<file path="src/rtl/fkls_pkg.sv">
package fkls_pkg;

   // Mixer multipliers, both taken modulo 2^32.
   localparam logic [31:0] MIX_MUL_A = 32'h7feb352d;
   localparam logic [31:0] MIX_MUL_B = 32'h846ca68b;

   // Feature and sigmoid constants.
   localparam logic [15:0]        LENGTH_CAP    = 16'd255;
   localparam logic signed [15:0] LENGTH_OFFSET = 16'sd32;
   localparam logic signed [15:0] HASH_CENTER   = 16'sd512;
   localparam logic signed [15:0] SAT_LIMIT     = 16'sd4096;
   localparam logic [12:0]        KNEE          = 13'd1024;
   localparam logic [20:0]        HALF_SCALE_W  = 21'd500;
   localparam logic [9:0]         HALF_SCALE    = 10'd500;
   localparam logic [9:0]         FULL_SCALE    = 10'd1000;

   // Register indexes on the configuration port.
   localparam logic [1:0] CSR_BIAS_TERM       = 2'd0;
   localparam logic [1:0] CSR_LENGTH_WEIGHT   = 2'd1;
   localparam logic [1:0] CSR_UPPER_WEIGHT    = 2'd2;
   localparam logic [1:0] CSR_THRESHOLD       = 2'd3;

   // Register values after reset.
   localparam logic signed [12:0] BIAS_RESET      = -13'sd192;
   localparam logic [5:0]         LENGTH_W_RESET  = 6'd6;
   localparam logic [5:0]         UPPER_W_RESET   = 6'd4;
   localparam logic [9:0]         THRESHOLD_RESET = 10'd500;

   // Queue between the front and back parts.
   localparam int QUEUE_DEPTH = 4;
   localparam int QPTR_BITS   = $clog2(QUEUE_DEPTH);
   localparam int QCNT_BITS   = $clog2(QUEUE_DEPTH + 1);

   // Quotient bits of 500*m/(m+1024); the quotient is always below 500.
   localparam int QUOT_BITS = 9;

   // Linear sum; it spans about -6700 to 22700.
   typedef logic signed [15:0] sum_type;

   // Queue status seen by both of its neighbors.
   typedef struct packed {
      logic full;
      logic empty;
   } q_stat_type;

   // One item in flight through the divider stages.
   typedef struct packed {
      logic [20:0]          rem;
      logic [12:0]          den;
      logic [QUOT_BITS-1:0] quo;
      logic                 neg;
      logic                 sat_hi;
      logic                 sat_lo;
   } div_type;

endpackage

</file>
<file path="src/rtl/fkls_front.sv">
module fkls_front (
   input  logic                    clock,
   input  logic                    reset,
   input  logic                    req_tvalid,
   output logic                    req_tready,
   input  logic [47:0]             req_tdata,
   input  logic signed [12:0]      bias_term,
   input  logic [5:0]              length_weight,
   input  logic [5:0]              upper_bits_weight,
   input  fkls_pkg::q_stat_type    q_stat,
   output logic                    push,
   output fkls_pkg::sum_type       sum
);

   logic [4:0]         vld_ff, vld_in;
   logic [31:0]        hash_ff;
   logic [7:0]         len0_ff, len1_ff, len2_ff;
   logic [31:0]        mul_a_ff, mul_b_ff;
   logic [9:0]         low_ff;
   logic signed [15:0] lterm_ff;
   logic [11:0]        uterm_ff;
   fkls_pkg::sum_type  sum_ff, sum_in;

   logic               adv;
   logic [15:0]        key_length;
   logic [7:0]         len_cap;
   logic [31:0]        mix0, mix1, mixed;
   logic [31:0]        prod_a, prod_b;
   logic signed [15:0] len_off;
   logic signed [31:0] lprod;
   logic [11:0]        uprod;

   // The whole front moves together unless its last word cannot enter the queue.
   assign adv        = !vld_ff[4] || !q_stat.full;
   assign req_tready = adv;
   assign push       = adv && vld_ff[4];
   assign sum        = sum_ff;

   assign key_length = req_tdata[47:32];
   assign len_cap    = (key_length > fkls_pkg::LENGTH_CAP) ? fkls_pkg::LENGTH_CAP[7:0]
                                                           : key_length[7:0];

   assign mix0   = hash_ff ^ (hash_ff >> 16);
   assign prod_a = mix0 * fkls_pkg::MIX_MUL_A;
   assign mix1   = mul_a_ff ^ (mul_a_ff >> 15);
   assign prod_b = mix1 * fkls_pkg::MIX_MUL_B;
   assign mixed  = mul_b_ff ^ (mul_b_ff >> 16);

   assign len_off = $signed({8'b0, len2_ff}) - fkls_pkg::LENGTH_OFFSET;
   assign lprod   = 32'(len_off) * $signed({26'b0, length_weight});
   assign uprod   = {6'b0, mixed[25:20]} * {6'b0, upper_bits_weight};

   assign sum_in = $signed({{3{bias_term[12]}}, bias_term})
                 + ($signed({6'b0, low_ff}) - fkls_pkg::HASH_CENTER)
                 + lterm_ff
                 + $signed({4'b0, uterm_ff});

   assign vld_in = {vld_ff[3:0], req_tvalid};

   always_ff @(posedge clock) begin
      if (reset) begin
         vld_ff <= '0;
      end else if (adv) begin
         vld_ff <= vld_in;
      end
   end

   always_ff @(posedge clock) begin
      if (adv) begin
         hash_ff  <= req_tdata[31:0];
         len0_ff  <= len_cap;
         mul_a_ff <= prod_a;
         len1_ff  <= len0_ff;
         mul_b_ff <= prod_b;
         len2_ff  <= len1_ff;
         low_ff   <= mixed[9:0];
         lterm_ff <= $signed(lprod[15:0]);
         uterm_ff <= uprod;
         sum_ff   <= sum_in;
      end
   end

endmodule

</file>
<file path="src/rtl/fkls_queue.sv">
module fkls_queue (
   input  logic                  clock,
   input  logic                  reset,
   input  logic                  push,
   input  fkls_pkg::sum_type     push_data,
   input  logic                  pop,
   output fkls_pkg::sum_type     pop_data,
   output fkls_pkg::q_stat_type  q_stat
);

   fkls_pkg::sum_type                entry_ff [fkls_pkg::QUEUE_DEPTH];
   logic [fkls_pkg::QPTR_BITS-1:0]   wr_ptr_ff, wr_ptr_in;
   logic [fkls_pkg::QPTR_BITS-1:0]   rd_ptr_ff, rd_ptr_in;
   logic [fkls_pkg::QCNT_BITS-1:0]   count_ff, count_in;

   assign q_stat.full  = (count_ff == fkls_pkg::QCNT_BITS'(fkls_pkg::QUEUE_DEPTH));
   assign q_stat.empty = (count_ff == '0);
   assign pop_data     = entry_ff[rd_ptr_ff];

   always_comb begin
      wr_ptr_in = push ? wr_ptr_ff + 1'b1 : wr_ptr_ff;
      rd_ptr_in = pop  ? rd_ptr_ff + 1'b1 : rd_ptr_ff;
      count_in  = count_ff;
      if (push && !pop) begin
         count_in = count_ff + 1'b1;
      end else if (pop && !push) begin
         count_in = count_ff - 1'b1;
      end
   end

   always_ff @(posedge clock) begin
      if (reset) begin
         wr_ptr_ff <= '0;
         rd_ptr_ff <= '0;
         count_ff  <= '0;
      end else begin
         wr_ptr_ff <= wr_ptr_in;
         rd_ptr_ff <= rd_ptr_in;
         count_ff  <= count_in;
      end
   end

   always_ff @(posedge clock) begin
      if (push) begin
         entry_ff[wr_ptr_ff] <= push_data;
      end
   end

endmodule

</file>
<file path="src/rtl/fkls_back.sv">
module fkls_back (
   input  logic                  clock,
   input  logic                  reset,
   input  fkls_pkg::q_stat_type  q_stat,
   input  fkls_pkg::sum_type     q_data,
   output logic                  pop,
   input  logic [9:0]            candidate_threshold,
   output logic                  rsp_tvalid,
   input  logic                  rsp_tready,
   output logic [15:0]           rsp_tdata
);

   localparam int NST = fkls_pkg::QUOT_BITS + 1;

   fkls_pkg::div_type  st_ff [NST];
   fkls_pkg::div_type  st_in [NST];
   logic [NST-1:0]     vld_ff, vld_in;
   logic               rsp_valid_ff, rsp_valid_in;
   logic [10:0]        rsp_data_ff, rsp_data_in;

   logic               adv;
   logic [15:0]        mag;
   logic [11:0]        m;
   fkls_pkg::div_type  last;
   logic [9:0]         prob;

   assign adv = !rsp_valid_ff || rsp_tready;
   assign pop = adv && !q_stat.empty;

   // Sign, saturation and the operands of 500*m/(m+1024).
   assign mag = q_data[15] ? 16'(-q_data) : q_data;
   assign m   = mag[11:0];

   always_comb begin
      logic [21:0] trial;
      st_in[0].neg    = q_data[15];
      st_in[0].sat_hi = (q_data >= fkls_pkg::SAT_LIMIT);
      st_in[0].sat_lo = (q_data <= -fkls_pkg::SAT_LIMIT);
      st_in[0].rem    = {9'b0, m} * fkls_pkg::HALF_SCALE_W;
      st_in[0].den    = {1'b0, m} + fkls_pkg::KNEE;
      st_in[0].quo    = '0;
      // One restoring step per stage, most significant quotient bit first.
      for (int k = 0; k < fkls_pkg::QUOT_BITS; k++) begin
         st_in[k+1] = st_ff[k];
         trial      = {9'b0, st_ff[k].den} << (fkls_pkg::QUOT_BITS - 1 - k);
         if ({1'b0, st_ff[k].rem} >= trial) begin
            st_in[k+1].rem = st_ff[k].rem - trial[20:0];
            st_in[k+1].quo[fkls_pkg::QUOT_BITS-1-k] = 1'b1;
         end
      end
   end

   assign vld_in = {vld_ff[NST-2:0], pop};

   assign last = st_ff[NST-1];

   always_comb begin
      if (last.sat_hi) begin
         prob = fkls_pkg::FULL_SCALE;
      end else if (last.sat_lo) begin
         prob = '0;
      end else if (last.neg) begin
         prob = fkls_pkg::HALF_SCALE - {1'b0, last.quo};
      end else begin
         prob = fkls_pkg::HALF_SCALE + {1'b0, last.quo};
      end
      rsp_data_in  = {(prob >= candidate_threshold), prob};
      rsp_valid_in = vld_ff[NST-1];
   end

   always_ff @(posedge clock) begin
      if (reset) begin
         vld_ff       <= '0;
         rsp_valid_ff <= 1'b0;
      end else if (adv) begin
         vld_ff       <= vld_in;
         rsp_valid_ff <= rsp_valid_in;
      end
   end

   always_ff @(posedge clock) begin
      if (adv) begin
         st_ff       <= st_in;
         rsp_data_ff <= rsp_data_in;
      end
   end

   assign rsp_tvalid = rsp_valid_ff;
   assign rsp_tdata  = {5'b0, rsp_data_ff};

endmodule

</file>
<file path="src/rtl/flow_key_logistic_score.sv">
// Channel   Direction  Handshake               Payload
// req_      in         req_tvalid/req_tready   tdata: flow_hash[31:0], key_length[47:32]
// rsp_      out        rsp_tvalid/rsp_tready   tdata: probability[9:0], candidate[10]
// csr_      in         csr_we                  csr_addr selects, csr_wdata[12:0]
//
// One word is accepted every cycle while the result side keeps up. A word passes through 17
// registers, the first loaded by the accepting edge, before rsp_tvalid rises: five front stages
// (input, two hash multipliers, feature products, linear sum), one queue entry, one
// classification stage, nine restoring divide stages and the output register.
// Synchronous active-high reset clears all valid bits and the queue and loads the defaults.
// The front holds only on a full four-entry queue, the back only on an untaken output word.
module flow_key_logistic_score (
   input  logic         clock,
   input  logic         reset,
   input  logic         req_tvalid,
   output logic         req_tready,
   input  logic [47:0]  req_tdata,   // flow_hash [31:0], key_length [47:32]
   output logic         rsp_tvalid,
   input  logic         rsp_tready,
   output logic [15:0]  rsp_tdata,   // probability [9:0], candidate [10], zero above
   input  logic         csr_we,
   input  logic [1:0]   csr_addr,
   input  logic [12:0]  csr_wdata
);

   // Configuration registers. Writes must happen only while the block is idle, which the
   // block itself does not enforce; the pipelines read them directly.
   logic signed [12:0] bias_ff, bias_in;
   logic [5:0]         len_w_ff, len_w_in;
   logic [5:0]         up_w_ff, up_w_in;
   logic [9:0]         thr_ff, thr_in;

   always_comb begin
      bias_in  = bias_ff;
      len_w_in = len_w_ff;
      up_w_in  = up_w_ff;
      thr_in   = thr_ff;
      if (csr_we) begin
         case (csr_addr)
            fkls_pkg::CSR_BIAS_TERM: begin
               bias_in = $signed(csr_wdata);
            end
            fkls_pkg::CSR_LENGTH_WEIGHT: begin
               len_w_in = csr_wdata[5:0];
            end
            fkls_pkg::CSR_UPPER_WEIGHT: begin
               up_w_in = csr_wdata[5:0];
            end
            fkls_pkg::CSR_THRESHOLD: begin
               thr_in = csr_wdata[9:0];
            end
            default: begin
            end
         endcase
      end
   end

   always_ff @(posedge clock) begin
      if (reset) begin
         bias_ff  <= fkls_pkg::BIAS_RESET;
         len_w_ff <= fkls_pkg::LENGTH_W_RESET;
         up_w_ff  <= fkls_pkg::UPPER_W_RESET;
         thr_ff   <= fkls_pkg::THRESHOLD_RESET;
      end else begin
         bias_ff  <= bias_in;
         len_w_ff <= len_w_in;
         up_w_ff  <= up_w_in;
         thr_ff   <= thr_in;
      end
   end

   fkls_pkg::q_stat_type q_stat;
   fkls_pkg::sum_type    push_sum;
   fkls_pkg::sum_type    pop_sum;
   logic                 push;
   logic                 pop;

   // Front: hash mixer and linear sum.
   fkls_front u_front (
      .clock             (clock),
      .reset             (reset),
      .req_tvalid        (req_tvalid),
      .req_tready        (req_tready),
      .req_tdata         (req_tdata),
      .bias_term         (bias_ff),
      .length_weight     (len_w_ff),
      .upper_bits_weight (up_w_ff),
      .q_stat            (q_stat),
      .push              (push),
      .sum               (push_sum)
   );

   // Short queue that decouples the two halves.
   fkls_queue u_queue (
      .clock     (clock),
      .reset     (reset),
      .push      (push),
      .push_data (push_sum),
      .pop       (pop),
      .pop_data  (pop_sum),
      .q_stat    (q_stat)
   );

   // Back: saturation, pipelined divide for the sigmoid, threshold compare.
   fkls_back u_back (
      .clock               (clock),
      .reset               (reset),
      .q_stat              (q_stat),
      .q_data              (pop_sum),
      .pop                 (pop),
      .candidate_threshold (thr_ff),
      .rsp_tvalid          (rsp_tvalid),
      .rsp_tready          (rsp_tready),
      .rsp_tdata           (rsp_tdata)
   );

   // The front never pushes into a full queue.
   a_no_overflow: assert property (@(posedge clock) disable iff (reset)
      push |-> !q_stat.full)
      else $error("queue push while full");

   // The back never pops an empty queue.
   a_no_underflow: assert property (@(posedge clock) disable iff (reset)
      pop |-> !q_stat.empty)
      else $error("queue pop while empty");

   // A delivered probability is always within the scale.
   a_prob_range: assert property (@(posedge clock) disable iff (reset)
      rsp_tvalid |-> (rsp_tdata[9:0] <= fkls_pkg::FULL_SCALE))
      else $error("probability above full scale");

   // The input side only stalls while the queue is full.
   a_stall_cause: assert property (@(posedge clock) disable iff (reset)
      !req_tready |-> q_stat.full)
      else $error("input stalled without a full queue");

endmodule
</file>
<file path="config.mk">
export PLATFORM = sky130hd
export DESIGN_NAME = flow_key_logistic_score
export DESIGN_NICKNAME = d
export VERILOG_FILES = /design/src/rtl/fkls_pkg.sv /design/src/rtl/fkls_front.sv /design/src/rtl/fkls_queue.sv /design/src/rtl/fkls_back.sv /design/src/rtl/flow_key_logistic_score.sv
export SDC_FILE = /design/constraint.sdc
export NUM_CORES = 2
export LEC_CHECK = 0
export ABC_AREA = 1
export BUFFER_PORTS_ARGS = -buffer_cell sky130_fd_sc_hd__buf_2
export CAP_MARGIN = 20
export CORE_UTILIZATION = 70
export CTS_CLUSTER_DIAMETER = 50
export CTS_CLUSTER_SIZE = 28
export DETAILED_ROUTE_END_ITERATION = 7
export GPL_TIMING_DRIVEN = 0
export PLACE_DENSITY = 0.95
export SLEW_MARGIN = 20
export SYNTH_ARGS = -nofsm -noshare
export SYNTH_HDL_FRONTEND = slang
export SYNTH_SLANG_ARGS = --single-unit
export TNS_END_PERCENT = 1
</file>
<file path="constraint.sdc">
create_clock -name clock -period 17 [get_ports clock]
set_clock_uncertainty 0.2 [all_clocks]
set_input_delay 2.55 -clock clock [delete_from_list [all_inputs] [get_ports clock]]
set_output_delay 2.55 -clock clock [all_outputs]
set_load 0.005 [all_outputs]
</file>
Yosys cells after proc, flatten, opt, wreduce, memory -nomap -nowiden
Memory sizes are Yosys's and may differ from the RTL's. A register that Yosys moved wholly into a read port is not among the register bits.
Index checks and enable logic that the tools add are counted.

storage, ports and cells
  flip-flop bits (word level) = 622
  RAM bits = 64
  memories = 1

operators by class
  add/subtract/negate cells = 21
  order comparisons = 13
  equality and inequality tests = 4
  reductions and logical operators = 19
  bitwise logic cells = 3
  muxes and demuxes = 18
  $mul = 5

memories
  name              depth  bits a word  read ports  clocked after memory_dff  write ports  RTL line          source
  u_queue.entry_ff  4      16           1           1                         1            fkls_queue.sv:11  fkls_pkg::sum_type entry_ff [fkls_pkg::QUEUE_DEPTH];

operators with widths
  kind                                                 number
  2-to-1 mux 21 bit                                    8
  multiplier 32 x 31 -> 32 bit, second input constant  1
  multiplier 32 x 32 -> 32 bit, second input constant  1
  XOR 32 x 16 -> 32 bit                                1
  XOR 32 x 17 -> 32 bit                                1
  2-to-1 mux 10 bit                                    3
  XOR 26 x 16 -> 26 bit                                1
  greater-or-equal comparator 21 x 13 -> 1 bit         1
  greater-or-equal comparator 21 x 14 -> 1 bit         1
  greater-or-equal comparator 21 x 15 -> 1 bit         1
  greater-or-equal comparator 21 x 16 -> 1 bit         1
  greater-or-equal comparator 21 x 17 -> 1 bit         1
  greater-or-equal comparator 21 x 18 -> 1 bit         1
  greater-or-equal comparator 21 x 19 -> 1 bit         1
  greater-or-equal comparator 21 x 20 -> 1 bit         1
  greater-or-equal comparator 21 bit                   1
  subtractor 21 x 14 -> 21 bit                         1
  subtractor 21 x 15 -> 21 bit                         1
  subtractor 21 x 16 -> 21 bit                         1
  subtractor 21 x 17 -> 21 bit                         1
  subtractor 21 x 18 -> 21 bit                         1
  subtractor 21 x 19 -> 21 bit                         1
  subtractor 21 x 20 -> 21 bit                         1
  subtractor 21 bit                                    1
  other kinds (33)                                     50

Depth between registers and ports, before layout
  word-level depth = 8
  gate-level depth with buffers = 31
  mapped depth without buffers = 31

Cells and area by module
Synthesis repeated with hierarchy kept, for this count alone.

unflattened totals
  cell total of the unflattened synthesis = 5676
  area, all modules = 52945.8 um2

modules (own cells, without submodules)
  module                   seq. area each (um2)  instances  area each (um2)  cells each
  fkls_front               4964.8                1          24752.5          2514
  fkls_back                11090.6               1          23956.7          2746
  fkls_queue               2102.0                1          2800.2           212
  flow_key_logistic_score  700.7                 1          1436.4           204

Least setup slack after synthesis
OpenSTA, ideal clock, no wires.

  path kind = input port to flip-flop
  start = input port rsp_tready
  end = register u_back.st_ff, in the netlist u_back.last[0] (enable)
  data arrival time = 6.500 ns
  library setup time = 0.555 ns
  setup slack = 9.746 ns
  stages on the path = 2
  buffers on the path = 0
  cells stage by stage = nor2_1 -> inv_2

on the way
  cells in the longest elaborated chain, start to end = 1

ends and longest elaborated chain
  element               RTL line                       source
  from (decl)           flow_key_logistic_score.sv:19  input logic rsp_tready,
  logical OR 1 bit      fkls_back.sv:27                assign adv = !rsp_valid_ff || rsp_tready;
  via u_back.adv        fkls_back.sv:21                logic adv;
  to (signal assigned)  fkls_back.sv:83                st_ff <= st_in;
  to (decl)             fkls_back.sv:15                fkls_pkg::div_type st_ff [NST];

The timed path passes the listed nets, and every way through them passes these cells.
A chain may end at the register's enable or synchronous reset.

Worst setup path in the final report
  start = register u_front.hash_ff[18]
  end = register u_front.mul_a_ff[31] (data pin)

on the way
  cells in the longest elaborated chain, start to end = 2

ends and longest elaborated chain
  element                       RTL line          source
  from (decl)                   fkls_front.sv:16  logic [31:0] hash_ff;
  from (signal assigned)        fkls_front.sv:70  hash_ff <= req_tdata[31:0];
  XOR 32 x 16 -> 32 bit         fkls_front.sv:43  assign mix0 = hash_ff ^ (hash_ff >> 16);
  multiplier 32 x 31 -> 32 bit  fkls_front.sv:44  assign prod_a = mix0 * fkls_pkg::MIX_MUL_A;
  via u_front.prod_a[31]        fkls_front.sv:28  logic [31:0] prod_a, prod_b;
  to (signal assigned)          fkls_front.sv:72  mul_a_ff <= prod_a;
  to (decl)                     fkls_front.sv:18  logic [31:0] mul_a_ff, mul_b_ff;

The timed path passes the listed nets, and every way through them passes these cells.

==> flow_summary.toml <==
[status]
status = "finished with violations"
violations = "design-rule violations"

[timing]
min_period_ns = 8.343
finalSetupViolations = 0
finalCritPeriodShare_pct = 49.07
fin_setup_tns_ns = 0
final_hold_viol_count = 0
max_freq_ghz = 0.1199
rsz0062_at_grt = "false"
slew_headroom_pct = 25.99
slew_violations = 0
worst_pin_slew_ns = 1.106

[worst_setup_path]
path_cells = "xnor2_1 > inv_1 > ha_1 > ha_1 > a21oi_1 > fa_1 > fa_1 > fa_1 > fa_1 > fa_1 > inv_1 > fa_1 > inv_1 > fa_1 > inv_1 > ha_1 > nand2_1 > nor2_1 > nand2_1 > or2_2 > nand3_1 > nand3b_1 > nand2_1"
worstSetupEndpointType = "flop"
critPathKind = "reg -> reg"
worst_ep_arrival_time_ns = 8.52
reg2reg_depth = 23
required_ns = 17.18
cp_common_cell = "fa_1"
worst-path-buf-inv = 4
cp_num_cells = 23
critPathLaunchType = "flop"
critPathSlowestCell = "xnor2_1"
critPathMaxFanout = 10
critPathMaxStageDelay_ns = 0.87
critPathTopFamily = "adder cells"

[drt]
wl_met2_um = 62330
via_count = 38120
wirelength_um = 126700
first_pass_iters = 8
highest_layer = "met4"
post_drt_via_cell_ratio = 5.989
wl_per_cell_um = 19.91
drtIter0Drc = 4228
drc_errors = 13
met1_length_um = 44900
detail-route-antenna-nets = 0
dr_wl_met3_um = 10830

[layout]
nets = 6433
regArea_mm2 = 0.01886
multi_input_area_mm2 = 0.02786
drive_gt1_share_pct = 6.170
syn2layout_area_growth_pct = 8.035
nFillCells = 4159
finalNonFillerCells = 6364

[logic_synthesis]
synth_edf_count = 588
synth_compound_area_share_pct = 7.226
synth_seq_area_share_pct = 36.74
netlist_area_mm2 = 0.05132
postSynthCellCount = 5202
synthMuxAreaShare_pct = 0.02194
synth.area.top_cells = "edfxtp_1 34%, fa_1 16%, ha_1 14%"
synthArstFlopShare_pct = 0
synth_top_cell_by_area = "edfxtp_1"
synth_largest_type_area_fraction_pct = 34.40
avgSynthCellArea_um2 = 9.866
synth_top_family_by_area = "adder cells"
yosys.area_share.adder_pct = 30.36
synth.distinct_cells = 69
yosysWarnings = 0
ys_ff_latch = 648
synthMostInstantiatedCell = "inv_1"
synth.top_cells.by_count = "1130 x inv_1, 799 x nand2_1, 594 x ha_1"
synth_xor_area_share_pct = 4.978
ys.flop_type = "edfxtp_1"
synthSimpleGateAreaFrac_pct = 11.58

[clocking]
cts_sinks = 648
postCtsResizedCells = 0
cts_setup_buffers = 0
cts_max_level = 3
clk_pin_slew_ns = 0.07
cts-buffers-inserted = 66
hold_buffers = 0
clock_path_buffers = 3
cts_tree = "yes"
clock-root-buffer = "clkbuf_16"
clkLatencyLatePin_ns = 0.65

[global_route]
grt-ovfl-total = 0
track_usage_pct = 34.94
antenna_found_initial = 1
grt_pass1_vias = 40310
grt_max_degree = 126
grt_pass1_wl_um = 203100

[floorplan]
rows = 98
core_mm2 = 0.07198
die_y_um = 272.8
start_util_pct = 71.31
pin_count = 86
die_w_um = 272.8
die-area_mm2 = 0.07441

[placement]
dpl.hpwl_um = 94770
globalplace.congestion = 0.9879
dp.cells = 6246
numPortBuffers = 80

[run]
drv_cap = 0

[min_path]
whs_path_depth = 0
hold_class = "reg -> reg"
-- metal layers --
metal	GRT usage (%)	up-vias
li1	-	17170
met4	21.75	0
met2	60.48	2187
met1	39.88	18130
met3	6.783	629
met5	0	-
-- final cells by class --
class | count | share of cell area [%]
antenna | 1 | 0.004513
buffer | 52 | 0.6251
clock buffer | 67 | 2.985
clock inverter | 50 | 1.097
inverter | 1148 | 7.799
multi-input combinational | 3358 | 50.24
sequential | 648 | 34.01
tap | 950 | 2.144
timing repair buffer | 90 | 1.094
-- cells by family (layout without fill, tap and decap cells) --
group                    after synthesis  after routing
buffers and inverters               1200           1407
other                                  1              6
multiplexers                           1              1
adder cells (fa/ha/maj)             1001           1001
AO/OA/AOI/OAI                        646            646
XOR/XNOR                             290            290
AND/OR/NAND/NOR                     1415           1415
flip-flops                           648            648
-- state kept, by name, summed over array words and instances (netlist names), 10 cells and up, named ones only --
signal              flops
u_back.rsp_data_ff     11
u_front.mul_b_ff       20
u_back.vld_ff          10
thr_ff                 10
u_back.last            12
u_back.st_ff          339
u_front.mul_a_ff       32
u_queue.entry_ff       64
u_front.lterm_ff       16
u_front.uterm_ff       12
u_front.sum            16
u_front.hash_ff        32
u_front.low_ff         10
bias_ff                13
-- path summary, 6_finish.rpt --
check                                                   start                              to  slack (ns)
worst max-delay path            u_front.hash_ff[18]$_DFFE_PP_  u_front.mul_a_ff[31]$_DFFE_PP_        8.66
worst min-delay path             u_front.len1_ff[1]$_DFFE_PP_    u_front.len2_ff[1]$_DFFE_PP_        0.21
worst max register to register  u_front.hash_ff[18]$_DFFE_PP_  u_front.mul_a_ff[31]$_DFFE_PP_        8.66
worst min register to register   u_front.len1_ff[1]$_DFFE_PP_    u_front.len2_ff[1]$_DFFE_PP_        0.21
-- worst reg2reg max path: cells and delay by family, from the launching register on --
| family | cells | cell delay [ns] |
|---|---|---|
| flip-flops | 1 | 0.67 |
| AND/OR/NAND/NOR | 7 | 0.98 |
| buffers and inverters | 4 | 0.42 |
| adder cells (fa/ha/maj) | 10 | 4.65 |
| XOR/XNOR | 1 | 0.87 |
| AO/OA/AOI/OAI | 1 | 0.31 |
-- layout by cell type (no fill, tap or decap), drive strengths merged, types with 2 or more instances in the layout --
master,synthesis,layout
fa,407,407
o2111ai,5,5
nand3b,19,19
dfxtp,60,60
o211ai,11,11
a21oi,266,266
ha,594,594
clkinv,1,25
nand2,812,812
nand4,39,39
nor3,42,42
conb,1,5
a31oi,15,15
or2,14,14
o21a,9,9
clkbuf,20,87
buf,32,122
nor4,21,21
o31ai,6,6
clkinvlp,0,4
o21bai,15,15
bufinv,0,5
a32oi,3,3
o21ai,259,259
nand2b,2,2
nor2,293,293
a32o,3,3
a21boi,11,11
a221oi,2,2
xnor2,124,124
o22a,6,6
inv,1147,1164
a211oi,7,7
nand3,166,166
xor2,166,166
and2,3,3
edfxtp,588,588
a21o,22,22
-- through the flow --
| step | utilization (%) | instance area (um2) | hold slack, ns | setup slack (ns) |
|---|---|---|---|---|
| 2_1_floorplan | - | 51340 | 0.2003 | 9.746 |
| 3_3_place_gp | 73.54 | 52930 | 0.2009 | 7.053 |
| 3_5_place_dp | 73.88 | 53180 | 0.2045 | 8.862 |
| 4_1_cts | 77.03 | 55440 | 0.1987 | 8.802 |
| 5_1_grt | 77.03 | 55450 | 0.2003 | 8.441 |
| 6_report | 77.04 | 55450 | 0.2055 | 8.657 |
Power is left out: the tool's default activity adds up to more than one toggle a clock period on the data nets, which glitch-free logic cannot reach.
